### src/hw/rtl/safs_pkg.sv
// ----------------------------------------------------------------------------
// safs_pkg: shared types and constants of the slot allocator
// Slot count, index and counter widths, operation and status codes, and the
// control group that drives the free-index stack.
// ----------------------------------------------------------------------------
`default_nettype none

package safs_pkg;

  localparam int unsigned SLOTS  = 128;
  localparam int unsigned SLOT_W = $clog2(SLOTS);
  localparam int unsigned CNT_W  = $clog2(SLOTS + 1);

  localparam int unsigned IDX_W  = 12;
  localparam int unsigned DIN_W  = 16;
  localparam int unsigned DESC_W = 17;

  typedef enum logic [1:0] {
    OP_CREATE  = 2'd0,
    OP_DESTROY = 2'd1,
    OP_GET     = 2'd2
  } op_t;

  typedef enum logic [1:0] {
    ST_OK      = 2'd0,
    ST_FULL    = 2'd1,
    ST_INVALID = 2'd2
  } status_t;

  // At most one request to the free-index stack per accepted item, never both.
  typedef struct packed {
    logic push;
    logic pop;
  } stack_ctl_t;

endpackage

`default_nettype wire

### src/hw/rtl/safs_free_stack.sv
// ----------------------------------------------------------------------------
// safs_free_stack: LIFO of freed slot indices
// The entries live in a memory; the top entry is kept in a register that is
// refilled from the memory on every pop and set to the pushed index on a push.
// ----------------------------------------------------------------------------
`default_nettype none

module safs_free_stack (
  input  logic                          clk,
  input  logic                          rst,
  input  safs_pkg::stack_ctl_t          ctl,
  input  logic [safs_pkg::SLOT_W-1:0]   push_idx,
  output logic [safs_pkg::CNT_W-1:0]    count,
  output logic [safs_pkg::SLOT_W-1:0]   top
);

  logic [safs_pkg::SLOT_W-1:0] mem [safs_pkg::SLOTS];
  logic [safs_pkg::CNT_W-1:0]  count_m2;

  // Address of the entry that becomes the top after a pop.
  assign count_m2 = count - safs_pkg::CNT_W'(2);

  always_ff @(posedge clk) begin
    if (rst) begin
      count <= '0;
    end else if (ctl.push) begin
      count <= count + safs_pkg::CNT_W'(1);
    end else if (ctl.pop) begin
      count <= count - safs_pkg::CNT_W'(1);
    end
  end

  always_ff @(posedge clk) begin
    if (ctl.push) begin
      mem[count[safs_pkg::SLOT_W-1:0]] <= push_idx;
    end
  end

  always_ff @(posedge clk) begin
    if (ctl.push) begin
      top <= push_idx;
    end else if (ctl.pop) begin
      top <= mem[count_m2[safs_pkg::SLOT_W-1:0]];
    end
  end

endmodule

`default_nettype wire

### src/hw/rtl/slot_allocator_free_stack_core.sv
// ----------------------------------------------------------------------------
// slot_allocator_free_stack_core: fixed-capacity handle allocator
// Create, destroy and get requests over 128 slots with a free-index stack.
// ----------------------------------------------------------------------------
// The block takes one request per clock cycle while ready and returns exactly
// one result for each in the cycle after acceptance. All state is updated at
// the accepting edge, so a request always sees the effect of the one before
// it. The result sits in an output register; the input is ready whenever that
// register is empty or is being emptied in the same cycle, so a stalled
// output holds back exactly one item. Create reuses the most recently freed
// slot, otherwise the next never-used slot, and reports no free slot once all
// slots have been handed out and none is free. Destroy of a slot that is not
// active leaves everything unchanged. Destroy and get of an index at or above
// the high-water mark report an invalid index. The descriptor store and the
// free stack are memories without reset; no value read from an entry is used
// before it is written, so no clearing pass is needed after reset.
// ----------------------------------------------------------------------------
`default_nettype none

module slot_allocator_free_stack_core (
  input  logic        clk,
  input  logic        rst,
  // Request channel.
  input  logic        s_tvalid,
  output logic        s_tready,
  input  logic [31:0] s_tdata,   // [11:0] slot_index, [27:12] descriptor_in, rest zero
  input  logic [1:0]  s_tuser,   // [1:0] op
  // Result channel.
  output logic        m_tvalid,
  input  logic        m_tready,
  output logic [31:0] m_tdata,   // [6:0] slot_out, [23:7] descriptor_out, [24] active_out
  output logic [1:0]  m_tuser    // [1:0] status
);

  localparam int unsigned SW = safs_pkg::SLOT_W;
  localparam int unsigned CW = safs_pkg::CNT_W;
  localparam int unsigned DW = safs_pkg::DESC_W;

  // Request fields.
  logic                        accept;
  safs_pkg::op_t               op;
  logic [safs_pkg::IDX_W-1:0]  slot_index;
  logic [safs_pkg::DIN_W-1:0]  descriptor_in;
  logic [SW-1:0]               idx;

  // Allocator state.
  logic [safs_pkg::SLOTS-1:0]  slot_in_use;
  logic [CW-1:0]               high_water;
  logic [DW-1:0]               desc_mem [safs_pkg::SLOTS];
  logic [DW-1:0]               desc_rd;

  // Free stack.
  safs_pkg::stack_ctl_t        stack_ctl;
  logic [CW-1:0]               free_count;
  logic [SW-1:0]               free_top;

  // Decoded request.
  logic                        in_range;
  logic                        stack_any;
  logic                        can_create;
  logic [SW-1:0]               new_slot;
  logic                        hw_inc;
  logic                        use_set;
  logic                        use_clr;
  logic [SW-1:0]               use_idx;
  logic                        desc_we;
  logic [SW-1:0]               desc_wa;
  logic [DW-1:0]               desc_wd;

  // Result fields before the output register.
  safs_pkg::status_t           status_next;
  logic [SW-1:0]               slot_next;
  logic [DW-1:0]               desc_next;
  logic                        active_next;
  logic                        use_mem_next;

  // Output register.
  safs_pkg::status_t           status;
  logic [SW-1:0]               slot_out;
  logic [DW-1:0]               desc_reg;
  logic                        active_out;
  logic                        use_mem;
  logic [DW-1:0]               descriptor_out;

  assign s_tready      = !m_tvalid || m_tready;
  assign accept        = s_tvalid && s_tready;
  assign op            = safs_pkg::op_t'(s_tuser);
  assign slot_index    = s_tdata[11:0];
  assign descriptor_in = s_tdata[27:12];
  assign idx           = slot_index[SW-1:0];

  // The high-water mark never exceeds the slot count, so this compare also
  // covers indices beyond the last slot.
  assign in_range   = slot_index < safs_pkg::IDX_W'(high_water);
  assign stack_any  = free_count != '0;
  assign can_create = stack_any || (high_water < CW'(safs_pkg::SLOTS));
  assign new_slot   = stack_any ? free_top : high_water[SW-1:0];

  always_comb begin
    status_next  = safs_pkg::ST_OK;
    slot_next    = idx;
    desc_next    = '0;
    active_next  = 1'b0;
    use_mem_next = 1'b0;
    stack_ctl    = '0;
    hw_inc       = 1'b0;
    use_set      = 1'b0;
    use_clr      = 1'b0;
    use_idx      = idx;
    desc_we      = 1'b0;
    desc_wa      = idx;
    desc_wd      = '1;

    unique case (op)
      safs_pkg::OP_CREATE: begin
        if (can_create) begin
          slot_next     = new_slot;
          desc_next     = DW'(descriptor_in);
          active_next   = 1'b1;
          stack_ctl.pop = stack_any;
          hw_inc        = !stack_any;
          use_set       = 1'b1;
          use_idx       = new_slot;
          desc_we       = 1'b1;
          desc_wa       = new_slot;
          desc_wd       = DW'(descriptor_in);
        end else begin
          status_next = safs_pkg::ST_FULL;
          slot_next   = '0;
        end
      end
      safs_pkg::OP_DESTROY: begin
        if (!in_range) begin
          status_next = safs_pkg::ST_INVALID;
        end else if (slot_in_use[idx]) begin
          // Active slot: release it and hand its index to the free stack.
          desc_next      = '1;
          use_clr        = 1'b1;
          desc_we        = 1'b1;
          stack_ctl.push = free_count < CW'(safs_pkg::SLOTS);
        end else begin
          use_mem_next = 1'b1;
        end
      end
      safs_pkg::OP_GET: begin
        if (!in_range) begin
          status_next = safs_pkg::ST_INVALID;
        end else begin
          use_mem_next = 1'b1;
          active_next  = slot_in_use[idx];
        end
      end
      default: begin
        status_next = safs_pkg::ST_INVALID;
      end
    endcase

    if (!accept) begin
      stack_ctl = '0;
      hw_inc    = 1'b0;
      use_set   = 1'b0;
      use_clr   = 1'b0;
      desc_we   = 1'b0;
    end
  end

  safs_free_stack u_free_stack (
    .clk      (clk),
    .rst      (rst),
    .ctl      (stack_ctl),
    .push_idx (idx),
    .count    (free_count),
    .top      (free_top)
  );

  always_ff @(posedge clk) begin
    if (rst) begin
      high_water  <= '0;
      slot_in_use <= '0;
    end else begin
      if (hw_inc) begin
        high_water <= high_water + CW'(1);
      end
      if (use_set) begin
        slot_in_use[use_idx] <= 1'b1;
      end else if (use_clr) begin
        slot_in_use[use_idx] <= 1'b0;
      end
    end
  end

  // Descriptor store: at most one write and one registered read per accepted item.
  // A request never uses the value read from an entry that it writes itself.
  always_ff @(posedge clk) begin
    if (desc_we) begin
      desc_mem[desc_wa] <= desc_wd;
    end
  end

  always_ff @(posedge clk) begin
    if (accept) begin
      desc_rd <= desc_mem[idx];
    end
  end

  always_ff @(posedge clk) begin
    if (rst) begin
      m_tvalid <= 1'b0;
    end else if (accept) begin
      m_tvalid <= 1'b1;
    end else if (m_tready) begin
      m_tvalid <= 1'b0;
    end
  end

  always_ff @(posedge clk) begin
    if (accept) begin
      status     <= status_next;
      slot_out   <= slot_next;
      desc_reg   <= desc_next;
      active_out <= active_next;
      use_mem    <= use_mem_next;
    end
  end

  assign descriptor_out = use_mem ? desc_rd : desc_reg;

  assign m_tuser = status;
  assign m_tdata = {7'd0, active_out, descriptor_out, slot_out};

endmodule

`default_nettype wire

### config.mk
export PLATFORM = sky130hd
export DESIGN_NAME = slot_allocator_free_stack_core
export DESIGN_NICKNAME = d
export VERILOG_FILES = /design/src/hw/rtl/safs_pkg.sv /design/src/hw/rtl/safs_free_stack.sv /design/src/hw/rtl/slot_allocator_free_stack_core.sv
export SDC_FILE = /design/constraint.sdc
export NUM_CORES = 2
export LEC_CHECK = 0
export ABC_AREA = 1
export BUFFER_PORTS_ARGS = -buffer_cell sky130_fd_sc_hd__clkbuf_2
export CORE_MARGIN = 2
export CORE_UTILIZATION = 55
export CTS_CLUSTER_DIAMETER = 200
export DETAILED_ROUTE_END_ITERATION = 8
export HOLD_SLACK_MARGIN = 0.02
export PLACE_DENSITY = 0.7
export SLEW_MARGIN = 20
export SYNTH_ARGS = -nofsm -noshare
export SYNTH_HDL_FRONTEND = slang
export SYNTH_SLANG_ARGS = --single-unit
### constraint.sdc
create_clock -name clk -period 4.55 [get_ports clk]
set_input_delay 0.2275 -clock clk [delete_from_list [all_inputs] [get_ports clk]]
set_output_delay 0.2275 -clock clk [all_outputs]
set_load 0.01 [all_outputs]
Word-level counts from Yosys, hierarchy flattened
Memory sizes are Yosys's and may differ from the RTL's. A register that Yosys moved wholly into a read port is not among the register bits.
Index checks and enable logic that the tools add are counted.
- output and inout bits: 36
- bits in writable memories: 3072
- input port bits: 38
- register bits after elaboration: 180
- memories: 2
- bitwise gates (word level): 3
- multiplexer cells: 55
- $lt $le $gt $ge: 6
- reductions and logical operators: 12
- add/sub/neg operators: 4
- eq/ne operators: 2
- memories (name ; depth ; bits a word ; rd ports ; clocked after Yosys merged registers in ; write ports ; line ; RTL):
    desc_mem ; 128 ; 17 ; 1 ; 1 ; 1 ; slot_allocator_free_stack_core.sv:49 ; logic [DW-1:0] desc_mem [safs_pkg::SLOTS];
    u_free_stack.mem ; 128 ; 7 ; 1 ; 0 ; 1 ; safs_free_stack.sv:17 ; logic [safs_pkg::SLOT_W-1:0] mem [safs_pkg::SLOTS];
- operators by type and width (cell ; count):
    $mux 128 ; 2
    $and 128x128->128 ; 1
    $not 128->128 ; 1
    $or 128x128->128 ; 1
    $mux 17 ; 5
    $mux 7 ; 7
    $pmux 17 s2 ; 1
    $mux 1 ; 29
    $add 8x1->8 const B ; 2
    $lt 7x8->1 const B ; 2
    $lt 8x8->1 const B ; 2
    $mux 16 ; 1
    $mux 8 ; 2
    $lt 12x8->1 ; 1
    $reduce_bool 8->1 ; 1
    $sub 8x1->8 const B ; 1
    $bmux 1 s7 ; 1
    $demux 1 s7 ; 1
    $ge 7x1->1 const B ; 1
    $sub 7x2->7 const B ; 1
    $pmux 1 s2 ; 3
    $reduce_bool 2->1 ; 3
    $mux 2 ; 2
    $pmux 2 s2 ; 1
    other kinds (7) ; 10

Logic depth before layout (Yosys ltp)
- depth after elaboration: 12
- depth in mapped cells: 28
- depth with buffers taken out: 25

Cells and area by module
Synthesis repeated with hierarchy kept, for this count alone.
- cell total of the unflattened synthesis: 11091
- area, all modules: 132393.2 µm²
- by module, submodules not included (module ; instances ; area each (µm²) ; seq. area each (µm²) ; cells an instance):
    slot_allocator_free_stack_core ; 1 ; 94973.6 ; 69436.6 ; 7898
    safs_free_stack ; 1 ; 37419.6 ; 27276.2 ; 3193

Least setup slack after synthesis
OpenSTA, ideal clock, no wires.
- kind: register to register
- start: register u_free_stack.count[1] (netlist bit)
- end: memory desc_mem[0][16] (netlist bit) (data pin)
- path slack: 0.456 ns
- cell stages (with the launch flop): 10
- path buffers: 2
- data arrival time: 3.459 ns
- period minus slack after synthesis: 4.094 ns
- cell sequence: dfxtp_1 -> inv_2 -> nand3_1 -> nor2_4 -> nand2_2 -> inv_2 -> nor2_2 -> inv_2 -> clkbuf_1 -> clkbuf_1
- longest elaborated chain between the ends: 4
- ends and longest elaborated chain (item ; line ; RTL):
    start: declaration ; safs_free_stack.sv:13 ; output logic [safs_pkg::CNT_W-1:0] count,
    start signal: assignment ; safs_free_stack.sv:27 ; count <= count + safs_pkg::CNT_W'(1);
    start signal: assignment ; safs_free_stack.sv:29 ; count <= count - safs_pkg::CNT_W'(1);
    $reduce_bool 8->1 ; slot_allocator_free_stack_core.sv:95 ; assign stack_any = free_count != '0;
    $logic_or 1x1->1 ; slot_allocator_free_stack_core.sv:96 ; assign can_create = stack_any || (high_water < CW'(safs_pkg::SLOTS));
    $mux 17 ; slot_allocator_free_stack_core.sv:116 ; if (can_create) begin
    $mux 17 ; slot_allocator_free_stack_core.sv:114 ; unique case (op)
    named net desc_wd[16] ; slot_allocator_free_stack_core.sv:68 ; logic [DW-1:0] desc_wd;
    end: declaration ; slot_allocator_free_stack_core.sv:49 ;
The timed path passes the listed nets, and every way through them passes these cells.

Final worst setup path
- start: register high_water[5]
- end: memory desc_mem[115][3] (netlist bit), enable pin
- longest elaborated chain between the ends: 7
- elaborated cells on any way between the ends: 12
- ends and longest elaborated chain (item ; line ; RTL):
    start: declaration ; slot_allocator_free_stack_core.sv:48 ; logic [CW-1:0] high_water;
    start signal: assignment ; slot_allocator_free_stack_core.sv:182 ; high_water <= high_water + CW'(1);
    $lt 8x8->1 ; slot_allocator_free_stack_core.sv:96 ;
    $logic_or 1x1->1 ; slot_allocator_free_stack_core.sv:96 ;
    $mux 1 ; slot_allocator_free_stack_core.sv:116 ;
    $pmux 1 s2 ; slot_allocator_free_stack_core.sv:114 ;
    $mux 1 ; slot_allocator_free_stack_core.sv:158 ; if (!accept) begin
    $mux 1 ; slot_allocator_free_stack_core.sv:195 ; if (desc_we) begin
    $mux 1 (implied by the code) ; slot_allocator_free_stack_core.sv:196 ; desc_mem[desc_wa] <= desc_wd;
Parallel ways exist; a longest one is shown, timed or not.

==> flow_summary.yaml <==
clock_tree:
  cts_root_buf: "clkbuf_16"
  numCtsBuffers: 340
  clkSinkCount: 3269
  clk_pin_slew_ps: 60
  cts_tree: "done"
  ctsHtreeMaxLevel: 5
  cts_max_path_buffers: 4
  clkLatencyLatePin_ps: 980
worst_setup_path:
  rr_endpoint: "desc_mem[115][3]$_DFFE_PP_"
  worstSetupEndpointType: "flop"
  worstPathMaxFanout: 39
  arrival_ps: 4950
  rr_startpoint: "high_water[5]$_SDFFE_PP0P_"
  slowest_delay_ps: 600
  worstPathCellList: "inv_1 -> ha_1 -> a21oi_1 -> o2111ai_1 -> dlygate4sd3_1 -> a41oi_2 -> buf_4 -> nand4_4 -> nand2_8 -> buf_4 -> nand2_1 -> inv_1 -> buf_4"
  reg2regPathDepth: 13
  worstPathRequired_ps: 5150
  crit_top_cell: "buf_4"
  critPathKind: "reg -> reg"
  r2r_slack_ps: 200
  cp_slowest_cell: "dlygate4sd3_1"
  worstSetupStartpointType: "flop"
synthesis:
  ys_seq_elements: 3269
  avgSynthCellArea_um2: 12.2
  ys_types: 44
  seq_area_frac_synth_pct: 73.6
  synth_top_cell_by_area: "edfxtp_1"
  synthFlopType: "edfxtp_1"
  yosys_warnings: 0
  synth_top_area_share_pct: 71.4
  syn_inst: 10700
  synth_edf_count: 3124
  synth.area.top_cells: "edfxtp_1 71%, o21ai_0 7.1%, nor2_1 6.6%"
  netlist_area_um2: 131000
  synthArstFlopShare_pct: 0
sta:
  finalSetupTns_ps: 0
  min_period_over_period_pct: 95.5
  max_slew_margin_pct: 16.3
  hold_viol: 0
  report.final.slew_viol_count: 0
  rsz0062_at_grt: "false"
  max_slew.worst_pin.slew_ps: 1260
  setup_viol: 0
  min_period_ps: 4350
  setup_ws_ps: 204
  fmax_ghz: 0.230
  finalClockSkew_ps: 99.8
layout:
  syn_to_final_growth_pct: 11.9
  fin_util_pct: 61.9
  multi_input_area_um2: 31100
  register_area_um2: 96700
  fin_nets: 10800
  max_flop_register: "desc_mem"
  fillCellCount: 17700
  drive_gt1_share_pct: 9.31
  mostFrequentLayoutCells: "3,124 x edfxtp_1, 2,257 x nor2_1, 1,855 x o21ai_0"
  largest_reg_flops: 2176
  final_common_cell: "edfxtp_1"
place:
  place_ws_ps: 188
  dpl.hpwl_um: 208000
  portBuffers: 62
  place_congestion: 0.923
power_and_ir_drop:
  p_seq_share_pct: 51.5
  power_density_nw_per_um2: 436
  combPwrFrac_pct: 7.4
  irDropWorstVdd_mv: 0.404
  p_clk_share_pct: 41.1
  netSwitchingFraction_pct: 23.2
  cellLeakagePower_nw: 48.1
  switchingPower_mw: 14.8
  p_int_mw: 49.2
worst_hold_path:
  whs_endpoint: "active_out$_DFFE_PP_"
  min_path_type: "in -> reg"
  hold_path.startpoint: "s_tdata[10]"
  holdPathStages: 6
flow_run:
  drv_cap: 0
grt:
  grt_pass1_wl_um: 557000
  grt-ovfl-total: 0
  grt_pass1_vias: 86300
  grt_max_degree: 251
  grtUsageTotal_pct: 30.6
  antenna_found_initial: 15
floorplan:
  io_pins: 74
  chipWidth_um: 493
  rows: 179
  die_area_um2: 243000
  coreArea_um2: 238000
  start_util_pct: 55.3
  dieHeight_um: 493
drt:
  met3_length_um: 43000
  first_iter_violations: 13600
  routedWlPerCell_um: 26.7
  dr_total_vias: 90900
  top_layer_used: "met5"
  via_per_inst: 6.40
  totalWireLength_um: 379000
  ant_nets: 0
  drc: 0
  wl_met2_um: 175000
  first_pass_iters: 8
  m1WireLength_um: 141000
run_status:
  outcome: "finished clean"
[what timing repair did]
item | in CTS | in global routing
endpoints found under the setup margin | 0 | 2
gates resized for setup | 0 | 2
hold buffers | 29 | 0
endpoints found under the hold margin | 122 | 0
buffers inserted | 0 | 1
[through the flow]
| stage | power [mW] | instances | instance area [µm²] | hold slack [ps] |
|---|---|---|---|---|
| floorplan | 36.2 | 10700 | 131000 | 326 |
| global placement | 38.1 | 13600 | 136000 | 448 |
| detailed placement | 38.2 | 13600 | 136000 | 451 |
| CTS | 64.1 | 14200 | 147000 | 51.7 |
| global route | 65.7 | 14200 | 147000 | 92.9 |
| finish | 64.1 | 14200 | 147000 | 82.5 |
[layout make-up]
type | count | share of cell area [%]
clock buffer | 426 | 6.10
antenna | 9 | 0.0153
timing repair buffer | 492 | 2.91
tap | 3167 | 2.69
clock inverter | 166 | 0.929
multi-input combinational | 6508 | 21.2
sequential | 3269 | 65.7
inverter | 158 | 0.437
[cells in the mapped netlist, types with 2 or more instances]
cell and number:
a21oi_1 162, a22oi_1 2, a22oi_2 3, a31oi_1 9
a32o_1 6, buf_1 27, buf_2 122, buf_4 26
clkbuf_1 633, clkinv_1 3, dfxtp_1 145, edfxtp_1 3124
ha_1 23, inv_1 138, inv_2 17, mux2_2 17
nand2_1 707, nand2_2 2, nand3_1 445, nor2_1 2298
nor2_2 7, nor2_4 2, nor3_1 21, o211ai_1 14
o21a_1 2, o21ai_0 1855, o21ai_1 2, o21bai_1 2
o221ai_1 150, o22ai_1 737, o32ai_1 16, xnor2_1 2
xor2_1 7
[critical path, delay by kind of cell, from the launching register on]
| family | cells | cell delay, ps |
|---|---|---|
| buf+inv | 6 | 1790 |
| simple gates | 3 | 1010 |
| compound gates | 3 | 490 |
| flops | 1 | 350 |
| fa+ha+maj | 1 | 320 |
[power groups by stage]
| stage | Clock (mW) | Combinational (mW) | Sequential, mW |
|---|---|---|---|
| after floorplan | 0 | 2.51 | 33.6 |
| after global placement | 0 | 4.47 | 33.6 |
| after detailed placement | 0 | 4.56 | 33.6 |
| after CTS | 26.5 | 4.60 | 33.0 |
| after global routing | 27.7 | 4.96 | 33.0 |
| final | 26.3 | 4.71 | 33.0 |
[cells by family after synthesis]
group | count (synthesis) | share of synthesized area, %
other | 1 | 0.00285
buffers and inverters | 966 | 2.95
xor gates and xnor gates | 9 | 0.0600
AOI/OAI and AO/OA | 2966 | 12.6
DFF | 3269 | 73.6
adders and majority gates | 24 | 0.234
and+or+nand+nor | 3485 | 10.4
muxes | 17 | 0.146
[per-layer routing]
metal,vias to the layer above,global-route usage (%)
li1,39500,-
met1,44700,41.5
met2,5664,47.3
met3,979,6.70
met4,12,14.8
met5,-,0
[how the worst max path moves through the flow]
stage | from | to | slack (ps)
floorplan | u_free_stack.count[1]$_SDFFE_PP0P_ | desc_mem[0][16]$_DFFE_PP_ | 460
global placement | s_tdata[0] | u_free_stack.count[7]$_SDFFE_PP0P_ | 150
detailed placement | s_tdata[0] | u_free_stack.count[6]$_SDFFE_PP0P_ | 190
CTS | high_water[5]$_SDFFE_PP0P_ | u_free_stack.count[6]$_SDFFE_PP0P_ | 210
global route | high_water[5]$_SDFFE_PP0P_ | u_free_stack.count[6]$_SDFFE_PP0P_ | 10
finish | high_water[5]$_SDFFE_PP0P_ | desc_mem[115][3]$_DFFE_PP_ | 200
Note: power is estimated with default switching activity, not from simulation.
